### src/design/ltp_pkg.sv
`timescale 1ns / 1ps
// ltp_pkg: field widths, output limits and the divider result type
// shared by the linear trend predictor files. No dependencies.
package ltp_pkg;

  localparam int SAMPLE_W = 16;        // sample_distance
  localparam int PRED_W   = 18;        // predicted_distance
  localparam int HELD_W   = 4;         // samples_held
  localparam int QUOT_W   = PRED_W - 1; // quotient magnitude bits before saturation
  localparam int MIN_FIT  = 2;         // fewest samples that define a line

  localparam logic signed [PRED_W-1:0] PRED_MAX = {1'b0, {(PRED_W-1){1'b1}}};
  localparam logic signed [PRED_W-1:0] PRED_MIN = {1'b1, {(PRED_W-1){1'b0}}};

  typedef struct packed {
    logic              done;
    logic [QUOT_W-1:0] quot;
  } ltp_div_res_t;

endpackage

### src/design/ltp_sample_if.sv
`timescale 1ns / 1ps
// ltp_sample_if: valid/ready channel carrying one distance sample per beat.
// Depends on ltp_pkg.
interface ltp_sample_if;
  logic                          valid;
  logic                          ready;
  logic [ltp_pkg::SAMPLE_W-1:0]  sample_distance;

  modport source (output valid, output sample_distance, input ready);
  modport sink   (input valid, input sample_distance, output ready);
endinterface

### src/design/ltp_result_if.sv
`timescale 1ns / 1ps
// ltp_result_if: valid/ready channel carrying one prediction per beat.
// Depends on ltp_pkg.
interface ltp_result_if;
  logic                               valid;
  logic                               ready;
  logic                               prediction_valid;
  logic signed [ltp_pkg::PRED_W-1:0]  predicted_distance;
  logic [ltp_pkg::HELD_W-1:0]         samples_held;

  modport source (output valid, output prediction_valid, output predicted_distance,
                  output samples_held, input ready);
  modport sink   (input valid, input prediction_valid, input predicted_distance,
                  input samples_held, output ready);
endinterface

### src/design/ltp_cell.sv
`timescale 1ns / 1ps
// ltp_cell: one window slot of the sample chain; takes its neighbor's
// sample when the chain shifts. Depends on ltp_pkg.
module ltp_cell (
  input  logic                         clk,
  input  logic                         shift,
  input  logic [ltp_pkg::SAMPLE_W-1:0] d,
  output logic [ltp_pkg::SAMPLE_W-1:0] q
);

  // payload only, no reset
  always_ff @(posedge clk) begin
    if (shift) begin
      q <= d;
    end
  end

endmodule

### src/design/ltp_div.sv
`timescale 1ns / 1ps
// ltp_div: restoring divider, one quotient bit per cycle. Caller guarantees
// the quotient fits in QUOT_W bits. Depends on ltp_pkg.
module ltp_div #(
  parameter int DEN_W = 8
) (
  input  logic                                   clk,
  input  logic                                   rst,
  input  logic                                   start,
  input  logic [DEN_W+ltp_pkg::QUOT_W-1:0]       mag,
  input  logic [DEN_W-1:0]                       den,
  output ltp_pkg::ltp_div_res_t                  res
);

  localparam int QW     = ltp_pkg::QUOT_W;
  localparam int STEP_W = $clog2(QW);

  logic [DEN_W-1:0]  rem;
  logic [DEN_W-1:0]  den_r;
  logic [QW-1:0]     work;
  logic [STEP_W-1:0] step;
  logic              busy;
  logic              done;
  logic [DEN_W:0]    trial;
  logic              qbit;

  assign trial = {rem, work[QW-1]};
  assign qbit  = (trial >= {1'b0, den_r});

  always_ff @(posedge clk) begin
    if (rst) begin
      busy <= 1'b0;
      done <= 1'b0;
      step <= '0;
    end else begin
      done <= 1'b0;
      if (start) begin
        busy <= 1'b1;
        step <= '0;
      end else if (busy) begin
        if (step == STEP_W'(QW - 1)) begin
          busy <= 1'b0;
          done <= 1'b1;
        end else begin
          step <= step + 1'b1;
        end
      end
    end
  end

  // datapath: high part of the dividend preloads the remainder
  always_ff @(posedge clk) begin
    if (start) begin
      rem   <= mag[DEN_W+QW-1 -: DEN_W];
      work  <= mag[QW-1:0];
      den_r <= den;
    end else if (busy) begin
      rem  <= qbit ? DEN_W'(trial - {1'b0, den_r}) : trial[DEN_W-1:0];
      work <= {work[QW-2:0], qbit};
    end
  end

  assign res.done = done;
  assign res.quot = work;

endmodule

### src/design/linear_trend_predictor_unit.sv
`timescale 1ns / 1ps
// linear_trend_predictor_unit: least-squares line over a sliding window of
// distance samples, extrapolated one step ahead. Uses ltp_pkg, ltp_sample_if,
// ltp_result_if, ltp_cell and ltp_div.
//
//   channel  | dir | payload                                         | beat
//   ---------+-----+-------------------------------------------------+---------------
//   sample   | in  | sample_distance u16 (1/16 cm)                    | one sample
//   result   | out | prediction_valid, predicted_distance s18, held u4 | one prediction
//
// Sequence: a sample beat starts the rotation walk through the cell chain,
//   then the MUL, NUM and CHK states and the 17-step serial divider, which
//   is skipped below MIN_FIT samples or when the quotient would saturate.
//   Result valid rises in the same cycle that sample ready returns; no new sample is taken while one is in work.
// Reset: rst clears the fill count, the sequencer and the output valid; the
//   window cells themselves are never cleared and only aged slots are read.
// Stalls: a finished prediction sits in the output register; the next sample
//   is still taken while it waits, and a second result waits in DONE.
module linear_trend_predictor_unit #(
  parameter int WINDOW_DEPTH = 8
) (
  input  logic                clk,
  input  logic                rst,
  ltp_sample_if.sink          sample,
  ltp_result_if.source        result
);

  localparam int SW     = ltp_pkg::SAMPLE_W;
  localparam int QW     = ltp_pkg::QUOT_W;
  localparam int PW     = ltp_pkg::PRED_W;
  localparam int CNT_W  = $clog2(WINDOW_DEPTH + 1);
  localparam int IDX_W  = $clog2(WINDOW_DEPTH);
  localparam int SY_W   = SW + CNT_W;
  localparam int T_W    = SW + $clog2(WINDOW_DEPTH * (WINDOW_DEPTH - 1) / 2 + 1);
  localparam int DEN_W  = 2 * CNT_W;
  localparam int MAG_W  = DEN_W + QW;      // equals CNT_W + 1 + SY_W
  localparam int NUM_W  = MAG_W + 1;

  localparam logic [2:0] ST_IDLE = 3'd0;
  localparam logic [2:0] ST_WALK = 3'd1;
  localparam logic [2:0] ST_MUL  = 3'd2;
  localparam logic [2:0] ST_NUM  = 3'd3;
  localparam logic [2:0] ST_CHK  = 3'd4;
  localparam logic [2:0] ST_DIV  = 3'd5;
  localparam logic [2:0] ST_DONE = 3'd6;

  logic [2:0]        state;
  logic              accept;
  logic [CNT_W-1:0]  cnt;       // samples held, n
  logic [IDX_W-1:0]  age;       // age of the sample leaving the chain tail

  // ---------------------------------------------------------------------
  // Cell chain. tap[k] holds the sample pushed k beats ago. A new sample
  // enters at the head; during the walk the tail wraps to the head, so
  // after WINDOW_DEPTH shifts the chain is back in place.
  // ---------------------------------------------------------------------
  logic [SW-1:0] tap [WINDOW_DEPTH];
  logic          shift_en;
  logic [SW-1:0] head_d;

  assign accept   = sample.valid & sample.ready;
  assign shift_en = accept | (state == ST_WALK);
  assign head_d   = (state == ST_WALK) ? tap[WINDOW_DEPTH-1] : sample.sample_distance;

  for (genvar g = 0; g < WINDOW_DEPTH; g++) begin : g_chain
    if (g == 0) begin : g_head
      ltp_cell u_cell (.clk(clk), .shift(shift_en), .d(head_d), .q(tap[g]));
    end else begin : g_body
      ltp_cell u_cell (.clk(clk), .shift(shift_en), .d(tap[g-1]), .q(tap[g]));
    end
  end

  // ---------------------------------------------------------------------
  // Sums. With ages k (newest k = 0) the prediction at x = n is
  //   (2(n-1)*Sy - 3*T) / (n(n-1)/2),   T = sum k*y_k.
  // Ages leave the tail oldest first, so T builds up as a running sum of
  // the suffix sums Sy (no multiplier). Ages at or above n are unwritten
  // and masked out.
  // ---------------------------------------------------------------------
  logic [SY_W-1:0] sy;
  logic [SY_W-1:0] sy_next;
  logic [T_W-1:0]  t;
  logic [SW-1:0]   y_eff;

  assign y_eff   = (CNT_W'(age) < cnt) ? tap[WINDOW_DEPTH-1] : '0;
  assign sy_next = sy + SY_W'(y_eff);

  logic [CNT_W:0]   fac;        // 2(n-1)
  logic [DEN_W-1:0] nn1;        // n(n-1)
  logic [MAG_W-1:0] prod;
  logic [MAG_W-1:0] t3;
  logic [DEN_W-1:0] den;
  logic [NUM_W-1:0] num;
  logic [MAG_W-1:0] mag;
  logic             neg;

  assign fac = {CNT_W'(cnt - 1'b1), 1'b0};
  assign nn1 = DEN_W'(cnt) * DEN_W'(cnt - 1'b1);
  assign num = {1'b0, prod} - {1'b0, t3};

  // divider
  logic                  div_start;
  ltp_pkg::ltp_div_res_t div_res;

  assign div_start = (state == ST_CHK) && !(cnt < CNT_W'(ltp_pkg::MIN_FIT))
                     && (mag[MAG_W-1 -: DEN_W] < den);

  ltp_div #(.DEN_W(DEN_W)) u_div (
    .clk   (clk),
    .rst   (rst),
    .start (div_start),
    .mag   (mag),
    .den   (den),
    .res   (div_res)
  );

  logic signed [PW-1:0] q_ext;
  assign q_ext = $signed({1'b0, div_res.quot});

  // finished result, then the output register
  logic                 res_pvalid;
  logic signed [PW-1:0] res_pred;
  logic                 out_valid;
  logic                 out_pvalid;
  logic signed [PW-1:0] out_pred;
  logic [ltp_pkg::HELD_W-1:0] out_held;
  logic                 out_load;

  assign out_load = (state == ST_DONE) && (!out_valid || result.ready);

  // sequencer and control
  always_ff @(posedge clk) begin
    if (rst) begin
      state     <= ST_IDLE;
      cnt       <= '0;
      age       <= '0;
      out_valid <= 1'b0;
    end else begin
      if (out_load) begin
        out_valid <= 1'b1;
      end else if (result.valid && result.ready) begin
        out_valid <= 1'b0;
      end
      unique case (state)
        ST_IDLE: begin
          if (accept) begin
            if (cnt != CNT_W'(WINDOW_DEPTH)) begin
              cnt <= cnt + 1'b1;
            end
            age   <= IDX_W'(WINDOW_DEPTH - 1);
            state <= ST_WALK;
          end
        end
        ST_WALK: begin
          age <= age - 1'b1;
          if (age == '0) begin
            state <= ST_MUL;
          end
        end
        ST_MUL: state <= ST_NUM;
        ST_NUM: state <= ST_CHK;
        ST_CHK: state <= div_start ? ST_DIV : ST_DONE;
        ST_DIV: begin
          if (div_res.done) begin
            state <= ST_DONE;
          end
        end
        ST_DONE: begin
          if (out_load) begin
            state <= ST_IDLE;
          end
        end
        default: state <= ST_IDLE;
      endcase
    end
  end

  // datapath registers
  always_ff @(posedge clk) begin
    if (accept) begin
      sy <= '0;
      t  <= '0;
    end else if (state == ST_WALK) begin
      sy <= sy_next;
      if (age != '0) begin
        t <= t + T_W'(sy_next);
      end
    end
    if (state == ST_MUL) begin
      prod <= MAG_W'(fac) * MAG_W'(sy);
      t3   <= MAG_W'(t) + MAG_W'({t, 1'b0});
      den  <= nn1 >> 1;
    end
    if (state == ST_NUM) begin
      neg <= num[NUM_W-1];
      mag <= num[NUM_W-1] ? MAG_W'(-num) : num[MAG_W-1:0];
    end
    if (state == ST_CHK) begin
      if (cnt < CNT_W'(ltp_pkg::MIN_FIT)) begin
        res_pvalid <= 1'b0;
        res_pred   <= '0;
      end else begin
        res_pvalid <= 1'b1;
        res_pred   <= neg ? ltp_pkg::PRED_MIN : ltp_pkg::PRED_MAX;  // kept if saturated
      end
    end
    if (state == ST_DIV && div_res.done) begin
      res_pred <= neg ? -q_ext : q_ext;
    end
    if (out_load) begin
      out_pvalid <= res_pvalid;
      out_pred   <= res_pred;
      out_held   <= ltp_pkg::HELD_W'(cnt);
    end
  end

  assign sample.ready              = (state == ST_IDLE);
  assign result.valid              = out_valid;
  assign result.prediction_valid   = out_pvalid;
  assign result.predicted_distance = out_pred;
  assign result.samples_held       = out_held;

  // ---------------------------------------------------------------------
  // Assertions
  // ---------------------------------------------------------------------
  a_cnt_bound: assert property (@(posedge clk) disable iff (rst)
    cnt <= CNT_W'(WINDOW_DEPTH))
    else $error("fill count beyond window depth");

  a_walk_start: assert property (@(posedge clk) disable iff (rst)
    accept |=> (state == ST_WALK) && (age == IDX_W'(WINDOW_DEPTH - 1)))
    else $error("walk did not start from the oldest slot");

  a_div_done: assert property (@(posedge clk) disable iff (rst)
    div_res.done |-> state == ST_DIV)
    else $error("divider finished outside the divide phase");

  a_invalid_zero: assert property (@(posedge clk) disable iff (rst)
    (out_valid && !out_pvalid) |-> out_pred == '0)
    else $error("prediction not zero while invalid");

endmodule
### src/flat_wrapper.sv
// flat-port wrapper written by rule: the top's interface ports become plain ports
module linear_trend_predictor_unit_flat 
#(
  parameter int WINDOW_DEPTH = 8
)
  (clk, rst, sample_valid, sample_sample_distance, sample_ready, result_valid, result_prediction_valid, result_predicted_distance, result_samples_held, result_ready);
  ltp_sample_if sample_i ();
  ltp_result_if result_i ();
  input  logic clk;
  input  logic rst;
  input wire logic [$bits(sample_i.valid)-1:0] sample_valid;
  input wire logic [$bits(sample_i.sample_distance)-1:0] sample_sample_distance;
  output wire logic [$bits(sample_i.ready)-1:0] sample_ready;
  output wire logic [$bits(result_i.valid)-1:0] result_valid;
  output wire logic [$bits(result_i.prediction_valid)-1:0] result_prediction_valid;
  output wire logic [$bits(result_i.predicted_distance)-1:0] result_predicted_distance;
  output wire logic [$bits(result_i.samples_held)-1:0] result_samples_held;
  input wire logic [$bits(result_i.ready)-1:0] result_ready;
  assign sample_i.valid = sample_valid;
  assign sample_i.sample_distance = sample_sample_distance;
  assign sample_ready = sample_i.ready;
  assign result_valid = result_i.valid;
  assign result_prediction_valid = result_i.prediction_valid;
  assign result_predicted_distance = result_i.predicted_distance;
  assign result_samples_held = result_i.samples_held;
  assign result_i.ready = result_ready;
  linear_trend_predictor_unit #(.WINDOW_DEPTH(WINDOW_DEPTH)) u_core (.clk(clk), .rst(rst), .sample(sample_i), .result(result_i));
endmodule
### config.mk
export PLATFORM = sky130hd
export DESIGN_NAME = linear_trend_predictor_unit_flat
export DESIGN_NICKNAME = d
export VERILOG_FILES = /design/src/design/ltp_pkg.sv /design/src/design/ltp_sample_if.sv /design/src/design/ltp_result_if.sv /design/src/design/ltp_cell.sv /design/src/design/ltp_div.sv /design/src/design/linear_trend_predictor_unit.sv /design/src/flat_wrapper.sv
export SDC_FILE = /design/constraint.sdc
export NUM_CORES = 1
export LEC_CHECK = 0
export ABC_CLOCK_PERIOD_IN_PS = 5350
export CORE_AREA = 5 5 190 192
export DETAILED_ROUTE_END_ITERATION = 16
export DIE_AREA = 0 0 195 197
export DONT_BUFFER_PORTS = 1
export HOLD_SLACK_MARGIN = 0.05
export PLACE_DENSITY = 0.76
export SETUP_SLACK_MARGIN = 0.1
export SYNTH_ARGS = -nofsm -noshare
export SYNTH_HDL_FRONTEND = slang
export SYNTH_SLANG_ARGS = --single-unit
### constraint.sdc
create_clock -name clk -period 5.35 [get_ports clk]
set_input_delay 1.07 -clock clk [delete_from_list [all_inputs] [get_ports clk]]
set_output_delay 1.07 -clock clk [all_outputs]
set_load 0.005 [all_outputs]
==> impl_metrics.json, run 1 <==
{
  "hold_class": "reg -> reg",
  "final_cells": 2325,
  "drive_above_1_share_pct": 6.68,
  "drtPass1Iterations": 6,
  "synth_compound_gate_area_share_pct": 11.6,
  "clkSinkCount": 341,
  "critPathMaxStageDelay_ps": 460,
  "root_buffer": "clkbuf_16",
  "relSlewSlack_pct": 20.9,
  "die_w_um": 195,
  "vias": 13409,
  "vias_per_cell": 5.77,
  "cp_cell_sequence": "inv_1 -> ha_1 -> o21ai_0 -> nand2b_1 -> a21oi_1 -> nor2_1 -> buf_4 -> nor2b_1 -> ha_1 -> nor2b_1 -> o21a_1 -> o21ai_1 -> a211o_1 -> a31oi_1 -> a311oi_1 -> o21ai_1 -> xor2_1 -> ha_1 -> nand3_1 -> nand2_1 -> o21bai_1 -> o31ai_1 -> mux2i_1 -> nor2_1",
  "synth.distinct_cells": 78,
  "cts.htree.levels": 2,
  "area_growth_pct": 9.35,
  "multiInputGateArea_um2": 9360,
  "register_area_um2": 9650,
  "slew_viol_final": 0,
  "holdBufCountCts": 0,
  "status": "finished, final reports clean",
  "cpLargestDelayFamily": "compound AO/OA/AOI/OAI gates",
  "p_leak_nw": 8.79,
  "num-fill-cells": 2592,
  "power_density_nw_per_um2": 469,
  "die_area_um2": 38400,
  "synth_area_um2": 19600,
  "dpl.hpwl_um": 29300,
  "synth_cells": 1831,
  "coreArea_um2": 34200,
  "grt_pass1_wl_um": 65100,
  "synth_fa_ha_area_share_pct": 14.2,
  "die_h_um": 197,
  "place_congestion": 0.925,
  "clock_path_buffers": 3,
  "clk_latency_ps": 530,
  "crit_slowest_cell": "a311oi_1",
  "antenna_found_initial": 0,
  "io-pin-count": 45,
  "grt_max_degree": 108,
  "synth-xor-area-share_pct": 5.27,
  "timing.final.crit_share_pct": 94.3,
  "drc": 0,
  "setup-violations-final": 0,
  "cp.arrival_ps": 5470,
  "drt_first_iter_violations": 772,
  "ys_ff_latch": 341,
  "crit_top_cell": "ha_1",
  "max-cap-violations": 0,
  "seq_area_frac_synth_pct": 49.2,
  "portBuffers": 0,
  "rows": 68,
  "cp.buffers_inverters": 2,
  "syn_nets": 2044,
  "peakVddDrop_uv": 362,
  "first_global_vias": 13314,
  "start_kind": "flop",
  "overflow": 0,
  "cts_buffers": 37,
  "worst_slew_pin_slew_ps": 1190,
  "yosys_warnings": 0,
  "final-hold-violation-count": 0,
  "min_period_ps": 5040,
  "start_util_pct": 57.4,
  "clk_pin_slew_ps": 60,
  "crit_path_max_fanout": 14,
  "clock_skew_ps": 26.7,
  "synthMuxAreaShare_pct": 0.631,
  "totalWireLength_um": 40000,
  "routedWlPerCell_um": 17.2,
  "synthArstFlopShare_pct": 0,
  "fmaxAchievable_mhz": 198,
  "grt_setup_unrepaired": "true",
  "worstSetupEndpointType": "flop",
  "finalSetupTns_ps": 0,
  "synthSimpleGateAreaFrac_pct": 15.5,
  "syn_avg_cell_area_um2": 10.7,
  "synth_edf_count": 282,
  "ant_nets": 0,
  "dominantRegCellSynth": "edfxtp_1",
  "track_usage_pct": 20.4,
  "place_area_um2": 20200,
  "fin_util_pct": 62.8,
  "worstSetupPathType": "reg -> reg",
  "nNetsFinal": 2055,
  "synth_top_family_by_area": "simple AND/OR/NAND/NOR gates",
  "num_antenna_cells": 0,
  "cp_data_required_time_ps": 5780,
  "tritoncts": "done",
  "design_area_um2": 21500,
  "post-place-cells": 2256
}
## worst reg2reg max path, delay by kind of cell, from the launching register on
kind	cells	cell delay (ps)
AO/OA/AOI/OAI	10	2320
XOR/XNOR	1	190
adder cells (fa/ha/maj)	3	900
buffers and inverters	2	290
flip-flops	1	340
multiplexers	1	220
AND/OR/NAND/NOR	7	730
## sequential cells by signal, summed over array words and instances (netlist names), 3 cells and up
register,cells
u_core.mag,25
u_core.sy,20
u_core.t,21
u_core.u_div.den_r,7
u_core.state,3
u_core.result.predicted_distance,18
u_core.u_div.step,5
u_core.cnt,4
u_core.u_div.work,17
u_core.t3,23
u_core.g_chain.g_head.u_cell.q,16
u_core.u_div.rem,8
u_core.den,7
u_core.g_chain.g_body.u_cell.q,112
u_core.res_pred,18
u_core.prod,24
u_core.result.samples_held,4
u_core.age,3
## power by group
part           leakage, nW  internal (mW)  switching, mW
clock                0.567           1.38           1.02
sequential            3.14           3.56          0.339
combinational         5.08           1.51           2.25
## cells in the final DEF (no fill, tap or decap), types with 8 or more instances in the layout
cell       instances
edfxtp_1         282
nand2_1          212
ha_1             140
inv_1            135
a21oi_1          126
nor2_1           100
xnor2_1           82
nand2b_1          74
o21ai_0           69
nor2b_1           65
dfxtp_1           58
fa_1              50
nand3_1           44
clkbuf_16         38
xor2_1            36
nor3_1            29
buf_4             23
a21o_1            20
o22ai_1           18
or3_1             16
o21a_1            14
o211ai_1          11
o21bai_1          11
and3_1            10
a31oi_1           10
o31ai_1           10
a211oi_1          10
mux2i_1            9
and2_1             8
a21boi_0           8
nor3b_1            8
## cells by family (layout without fill, tap and decap cells)
group | count (synthesis) | in the layout
AND/OR/NAND/NOR | 613 | 613
AO/OA/AOI/OAI | 364 | 364
flip-flops | 341 | 341
adder cells (fa/ha/maj) | 193 | 193
buffers and inverters | 189 | 228
XOR/XNOR | 118 | 118
multiplexers | 12 | 12
other | 1 | 1
## layer usage
layer	global-route usage, %	routed length [um]	vias to the layer above
met5	0	0	-
met4	8.48	1740	0
met3	2.62	1630	117
met2	36.7	20000	390
met1	24.9	16600	6370
li1	-	-	6532
## Yosys cell counts, drive strengths merged, types with 17 or more instances
| cell type | instances | area share [%] |
|---|---|---|
| clkbuf | 50 | 0.96 |
| xor2 | 36 | 1.6 |
| ha | 143 | 9.1 |
| nand3 | 44 | 1.1 |
| edfxtp | 282 | 43 |
| a21o | 20 | 0.76 |
| nand2b | 74 | 2.4 |
| a21oi | 127 | 3.2 |
| nor2b | 67 | 2.2 |
| inv | 136 | 2.6 |
| fa | 50 | 5.1 |
| o21ai | 77 | 2.0 |
| xnor2 | 82 | 3.7 |
| or3 | 17 | 0.55 |
| nor2 | 103 | 2.0 |
| dfxtp | 59 | 6.0 |
| nor3 | 29 | 0.74 |
| nand2 | 212 | 4.1 |
| o22ai | 19 | 0.64 |
## per-stage QoR
step	setup slack (ps)	hold slack, ps	power, mW
5_1_grt	3.67	418	10.7
4_1_cts	127	416	10.1
2_1_floorplan	162	400	6.63
3_3_place_gp	249	400	7.44
3_5_place_dp	85.2	405	7.62
6_report	307	413	10.1
## final timing paths
kind | cells past startpoint | end | from | slack (ps)
max reg2reg | 24 | u_core.t[18]$_SDFFE_PP0P_ | u_core.cnt[1]$_SDFFE_PP0P_ | 310
min reg2reg | 0 | u_core.g_chain[6].g_body.u_cell.q[11]$_DFFE_PP_ | u_core.g_chain[5].g_body.u_cell.q[11]$_DFFE_PP_ | 410
max | 24 | u_core.t[18]$_SDFFE_PP0P_ | u_core.cnt[1]$_SDFFE_PP0P_ | 310
min | 0 | u_core.g_chain[6].g_body.u_cell.q[11]$_DFFE_PP_ | u_core.g_chain[5].g_body.u_cell.q[11]$_DFFE_PP_ | 410
## final cells by class
cell class	instances	share of cell area, %
inverter	137	2.43
sequential	341	45.0
tap	455	2.65
multi-input combinational	1301	43.6
timing repair buffer	24	0.898
clock buffer	44	4.58
clock inverter	23	0.857
## what timing repair did
action | 4_1_cts | 5_1_grt
pin swaps | 1 | 6
endpoints found under the setup margin | 1 | 9
setup buffers | 0 | 2
gates resized for setup | 2 | 20
Power figures use the tool's default switching activity.
==> inputs of run 2 (changes only) <==
- CORE_AREA: 5 5 190 192 -> 5 5 187 189
- CTS_BUF_LIST: unset -> sky130_fd_sc_hd__clkbuf_2 sky130_fd_sc_hd__clkbuf_4 sky130_fd_sc_hd__clkbuf_8
- DIE_AREA: 0 0 195 197 -> 0 0 192 194
- GPL_TIMING_DRIVEN: unset -> 0
- PLACE_DENSITY: 0.76 -> 0.78
==> run 2 against run 1 <==
Effect of this change: non-clock buffer count rose by 51; worst hold slack got worse by 28 ps; routed wire length rose by 4.6%; critical endpoint is now u_core.t[20]$_SDFFE_PP0P_; largest power group is now combinational cells.
==> impl_metrics.json, run 2 (synthesized netlist as in run 1, its figures left out) <==
{
  "rows": 67,
  "setup-violations-final": 0,
  "slew_viol_final": 0,
  "first_global_vias": 13608,
  "io-pin-count": 45,
  "cp.buffers_inverters": 6,
  "antenna_found_initial": 0,
  "critPathMaxStageDelay_ps": 370,
  "grt_max_degree": 87,
  "post-place-cells": 2283,
  "crit_path_max_fanout": 5,
  "die_area_um2": 37200,
  "cts_buffers": 56,
  "dp_slack_ps": -1310,
  "clk_pin_slew_ps": 70,
  "clk_latency_ps": 640,
  "coreArea_um2": 33100,
  "root_buffer": "clkbuf_8",
  "fin_ws_ps": 151,
  "p_leak_nw": 9.01,
  "clock_skew_ps": 33.8,
  "num-fill-cells": 2398,
  "drive_above_1_share_pct": 11.2,
  "routedWlPerCell_um": 17.4,
  "holdBufCountCts": 0,
  "min_path_cells": 0,
  "max-cap-violations": 0,
  "drtPass1Iterations": 7,
  "ant_nets": 0,
  "place_congestion": 0.969,
  "start_util_pct": 59.3,
  "timing.rr.start": "u_core.cnt[0]$_SDFFE_PP0P_",
  "status": "finished, final reports clean",
  "drc": 0,
  "fmaxAchievable_mhz": 192,
  "worstSetupEndpointType": "flop",
  "num_antenna_cells": 0,
  "path_depth": 26,
  "largestRegisters": "u_core.g_chain.g_body.u_cell.q: 112 flops, u_core.mag: 25 flops, u_core.prod: 24 flops",
  "tritoncts": "done",
  "die_w_um": 192,
  "vias": 13725,
  "cpLargestDelayFamily": "compound AO/OA/AOI/OAI gates",
  "drt_first_iter_violations": 845,
  "start_kind": "flop",
  "fin_util_pct": 66.8,
  "largest_reg_flops": 112,
  "worst_slew_pin_slew_ps": 1180,
  "top_register": "u_core.g_chain.g_body.u_cell.q",
  "power_density_nw_per_um2": 468,
  "grt_setup_unrepaired": "true",
  "final_cell_mix": "edfxtp_1, nand2_1, inv_1, ha_1, a21oi_1",
  "relSlewSlack_pct": 21.6,
  "die_h_um": 194,
  "peakVddDrop_uv": 327,
  "nNetsFinal": 2125,
  "hold_class": "reg -> reg",
  "track_usage_pct": 22.3,
  "clkSinkCount": 341,
  "cts.htree.levels": 2,
  "cp.arrival_ps": 5780,
  "worstSetupPathType": "reg -> reg",
  "vias_per_cell": 5.70,
  "hold_start": "u_core.g_chain[6].g_body.u_cell.q[15]$_DFFE_PP_",
  "final_cells": 2407,
  "grt_pass1_wl_um": 67200,
  "timing.final.crit_share_pct": 97.2,
  "reg2reg_slack_ps": 150,
  "ff2ff_path_depth": 26,
  "totalWireLength_um": 41800,
  "min_period_ps": 5200,
  "area_growth_pct": 12.8,
  "final_common_cell": "edfxtp_1",
  "final-hold-violation-count": 0,
  "crit_slowest_cell": "xnor2_1",
  "cp_data_required_time_ps": 5930,
  "hold_end": "u_core.g_chain[7].g_body.u_cell.q[15]$_DFFE_PP_",
  "r2r-end": "u_core.t[20]$_SDFFE_PP0P_",
  "overflow": 0,
  "dpl.hpwl_um": 30300,
  "clock_path_buffers": 3,
  "portBuffers": 0
}
run 2: changes by cell type in the layout (fill, tap and decap cells not counted), moves of 5 or more:
| cell | previous run | this run |
|---|---|---|
| clkbuf_8 | 1 | 59 |
| clkbuf_1 | 5 | 43 |
| clkbuf_16 | 38 | 1 |
| clkbuf_4 | 0 | 23 |
| ha_1 | 140 | 131 |
| ha_4 | 2 | 11 |
| clkinv_2 | 6 | 13 |
| o21ai_0 | 69 | 63 |
| buf_8 | 0 | 5 |
| clkinv_4 | 5 | 0 |
| o21ai_2 | 2 | 7 |
run 2: area by class of cell:
| class | instances | area [um2] | share of cell area, % |
|---|---|---|---|
| clock buffer | 80 | 963 | 4.35 |
| timing repair buffer | 23 | 233 | 1.05 |
| tap | 448 | 561 | 2.53 |
| multi-input combinational | 1301 | 9730 | 44.0 |
| clock inverter | 25 | 185 | 0.837 |
| buffer | 52 | 277 | 1.25 |
| sequential | 341 | 9660 | 43.6 |
| inverter | 137 | 524 | 2.37 |
run 2: worst reg2reg max path: stages, from the launching register on:
cell        delay [ps]
dfxtp_4            350
clkbuf_16          130
clkinvlp_4         150
buf_4              180
o21ai_1            130
nand2b_1            80
a21oi_2            220
nor2_4             110
buf_8              150
nor2b_2            100
ha_2               180
inv_1               50
fa_2               350
nor2b_1            140
o21a_1             210
o21ai_4             90
a211o_1            340
a31oi_4            260
a311oi_4           150
buf_4              170
xnor2_1            370
ha_1               330
nand3_1            170
o21bai_4           200
nor2b_1             90
or3_1              370
nand3_1             70
run 2: repair_timing:
| action | CTS | global route |
|---|---|---|
| setup buffers | 10 | 9 |
| endpoints found under the setup margin | 27 | 12 |
| resized for setup | 77 | 42 |
| pin swaps | 18 | 33 |
run 2: per-layer routing:
layer	vias to the layer above	routed length, um	global-route usage (%)
met4	0	1470	8.85
li1	6676	-	-
met1	6525	16800	27.3
met5	-	0	0
met3	97	2230	4.09
met2	427	21300	38.9
run 2: worst max path at each step:
stage	slack (ps)	to	from
5_1_grt	8	u_core.t[18]$_SDFFE_PP0P_	u_core.cnt[0]$_SDFFE_PP0P_
3_3_place_gp	-1090	u_core.t[18]$_SDFFE_PP0P_	u_core.cnt[0]$_SDFFE_PP0P_
2_1_floorplan	160	u_core.prod[24]$_DFFE_PP_	u_core.cnt[0]$_SDFFE_PP0P_
3_5_place_dp	-1310	u_core.t[18]$_SDFFE_PP0P_	u_core.cnt[1]$_SDFFE_PP0P_
4_1_cts	110	u_core.t[18]$_SDFFE_PP0P_	u_core.cnt[0]$_SDFFE_PP0P_
6_report	150	u_core.t[20]$_SDFFE_PP0P_	u_core.cnt[0]$_SDFFE_PP0P_
run 2: power breakdown:
part	total [mW]	switching (mW)	internal, mW	leakage [nW]
sequential	3.85	0.290	3.56	3.14
clock	2.30	1.04	1.27	0.619
combinational	4.20	2.48	1.72	5.25
run 2: per-stage QoR:
stage / TNS [ps] / power [mW] / cell area, um2 / hold WS (ps)
final: 0 / 10.4 / 22100 / 385
after global routing: 0 / 11.0 / 22100 / 394
after CTS: 0 / 10.2 / 21900 / 386
after detailed placement: -12930 / 7.64 / 20300 / 405
after global placement: -39190 / 7.50 / 20200 / 400
after floorplan: 0 / 6.63 / 19600 / 400
==> inputs of run 3 (changes only) <==
- CTS_BUF_LIST: sky130_fd_sc_hd__clkbuf_2 sky130_fd_sc_hd__clkbuf_4 sky130_fd_sc_hd__clkbuf_8 -> sky130_fd_sc_hd__clkbuf_2
==> run 3 against run 2 <==
Effect of this change: first-iteration DRC count grew 0.71%; highest routed layer unchanged; clock-buffer cell count grew 42; via count grew 1.6%; combinational power grew 1%; final area shrank 0.64%; sequential power is essentially flat; cell count grew 2.8%; critical path type unchanged; die area is the same; global-route usage grew 0.064 points; routed wire length grew 0.68%.
==> impl_metrics.json, run 3 (synthesized netlist as in run 1, its figures left out) <==
{
  "post-place-cells": 2283,
  "clock_skew_ps": 81.8,
  "cp_data_required_time_ps": 6210,
  "relSlewSlack_pct": 20.9,
  "worstSetupPathType": "reg -> reg",
  "grt_pass1_wl_um": 67400,
  "fin_util_pct": 66.4,
  "peakVddDrop_uv": 331,
  "totalWireLength_um": 42100,
  "crit_top_cell": "o21ai_2",
  "reg2reg_slack_ps": 150,
  "slew_viol_final": 0,
  "route.met3.wl_um": 2120,
  "met1_length_um": 17200,
  "clk_pin_slew_ps": 110,
  "root_buffer": "clkbuf_2",
  "clkSinkCount": 341,
  "cpLargestDelayFamily": "compound AO/OA/AOI/OAI gates",
  "r2r-end": "u_core.t[18]$_SDFFE_PP0P_",
  "fmaxAchievable_mhz": 192,
  "finalSetupTns_ps": 0,
  "overflow": 0,
  "fin_ws_ps": 151,
  "final_cell_mix": "edfxtp_1, nand2_1, inv_1",
  "tritoncts": "done",
  "start_kind": "flop",
  "power_density_nw_per_um2": 451,
  "drt_first_iter_violations": 851,
  "ant_nets": 0,
  "min_path_cells": 1,
  "clk_latency_ps": 990,
  "routed-wl-met2_um": 21200,
  "worst_slew_pin_slew_ps": 1190,
  "drc": 0,
  "io-pin-count": 45,
  "hold_end": "u_core.age[0]$_SDFFE_PP0P_",
  "cts.htree.levels": 3,
  "portBuffers": 0,
  "cp.buffers_inverters": 6,
  "start_util_pct": 59.3,
  "ff2ff_path_depth": 28,
  "first_global_vias": 13851,
  "top_layer_used": "met4",
  "drtPass1Iterations": 5,
  "dpl.hpwl_um": 30300,
  "final_cells": 2474,
  "vias_per_cell": 5.63,
  "antenna_found_initial": 2,
  "worstSetupEndpointType": "flop",
  "hold_start": "rst",
  "dp_slack_ps": -1310,
  "vias": 13939,
  "crit_slowest_cell": "dfxtp_4",
  "routedWlPerCell_um": 17.0,
  "timing.rr.start": "u_core.cnt[0]$_SDFFE_PP0P_",
  "grt_setup_unrepaired": "true",
  "hold_class": "in -> reg",
  "grt_max_degree": 87,
  "area_growth_pct": 12.0,
  "p_leak_nw": 9.09,
  "die_w_um": 192,
  "cts_buffers": 86,
  "coreArea_um2": 33100,
  "max-cap-violations": 0,
  "final_common_cell": "edfxtp_1",
  "final-hold-violation-count": 0,
  "crit_path_max_fanout": 5,
  "track_usage_pct": 22.4,
  "setup-violations-final": 0,
  "multiInputGateArea_um2": 9800,
  "clock_path_buffers": 3,
  "largest_reg_flops": 112,
  "num-fill-cells": 2485,
  "cp.arrival_ps": 6060,
  "timing.final.crit_share_pct": 97.2,
  "min_period_ps": 5200,
  "die_h_um": 194,
  "critPathMaxStageDelay_ps": 370,
  "largestRegisters": "u_core.g_chain.g_body.u_cell.q: 112 flops, u_core.mag: 25 flops, u_core.prod: 24 flops",
  "status": "finished, final reports clean",
  "top_register": "u_core.g_chain.g_body.u_cell.q",
  "place_congestion": 0.969,
  "register_area_um2": 9660,
  "nNetsFinal": 2165,
  "rows": 67,
  "drive_above_1_share_pct": 14.0,
  "die_area_um2": 37200
}
## run 3: worst max-delay path by stage
stage / start / end / cells past startpoint
finish: u_core.cnt[0]$_SDFFE_PP0P_ / u_core.t[18]$_SDFFE_PP0P_ / 28
global route: u_core.cnt[0]$_SDFFE_PP0P_ / u_core.t[18]$_SDFFE_PP0P_ / 27
CTS: u_core.cnt[1]$_SDFFE_PP0P_ / u_core.t[18]$_SDFFE_PP0P_ / 27
detailed placement: u_core.cnt[1]$_SDFFE_PP0P_ / u_core.t[18]$_SDFFE_PP0P_ / 27
global placement: u_core.cnt[0]$_SDFFE_PP0P_ / u_core.t[18]$_SDFFE_PP0P_ / 26
floorplan: u_core.cnt[0]$_SDFFE_PP0P_ / u_core.prod[24]$_DFFE_PP_ / 20
## run 3: report_power, final
part | internal (mW) | switching (mW) | total, mW
logic | 1.78 | 2.49 | 4.26
registers | 3.56 | 0.290 | 3.85
clock network | 0.730 | 1.08 | 1.81
## run 3: cell type report
cell class / count / share of cell area [%]
clock buffer: 122 / 2.78
antenna: 2 / 0.0228
multi-input combinational: 1301 / 44.5
tap: 448 / 2.55
inverter: 137 / 2.38
sequential: 341 / 43.9
clock inverter: 38 / 1.01
timing repair buffer: 33 / 1.51
buffer: 52 / 1.30
## run 3: through the flow
step                hold slack [ps]  instance area [um2]  power, mW
detailed placement              405                20300       7.64
CTS                            51.3                21600       9.71
global route                   73.2                22000       10.6
global placement                400                20200       7.50
floorplan                       400                19600       6.63
finish                          150                22000       9.92
## run 3: timing repair
item,in CTS,in global routing
setup buffers,12,15
pin swaps,20,43
setup endpoints to repair,31,12
hold buffers,1,0
endpoints found under the hold margin,1,0
gates cloned,0,1
gates resized for setup,81,50
## run 3: layer usage
metal  global-route usage (%)  vias up
li1                         -     6802
met1                     27.1     6643
met2                     38.5      391
met3                     4.41      103
met4                     10.2        0
met5                        0        -
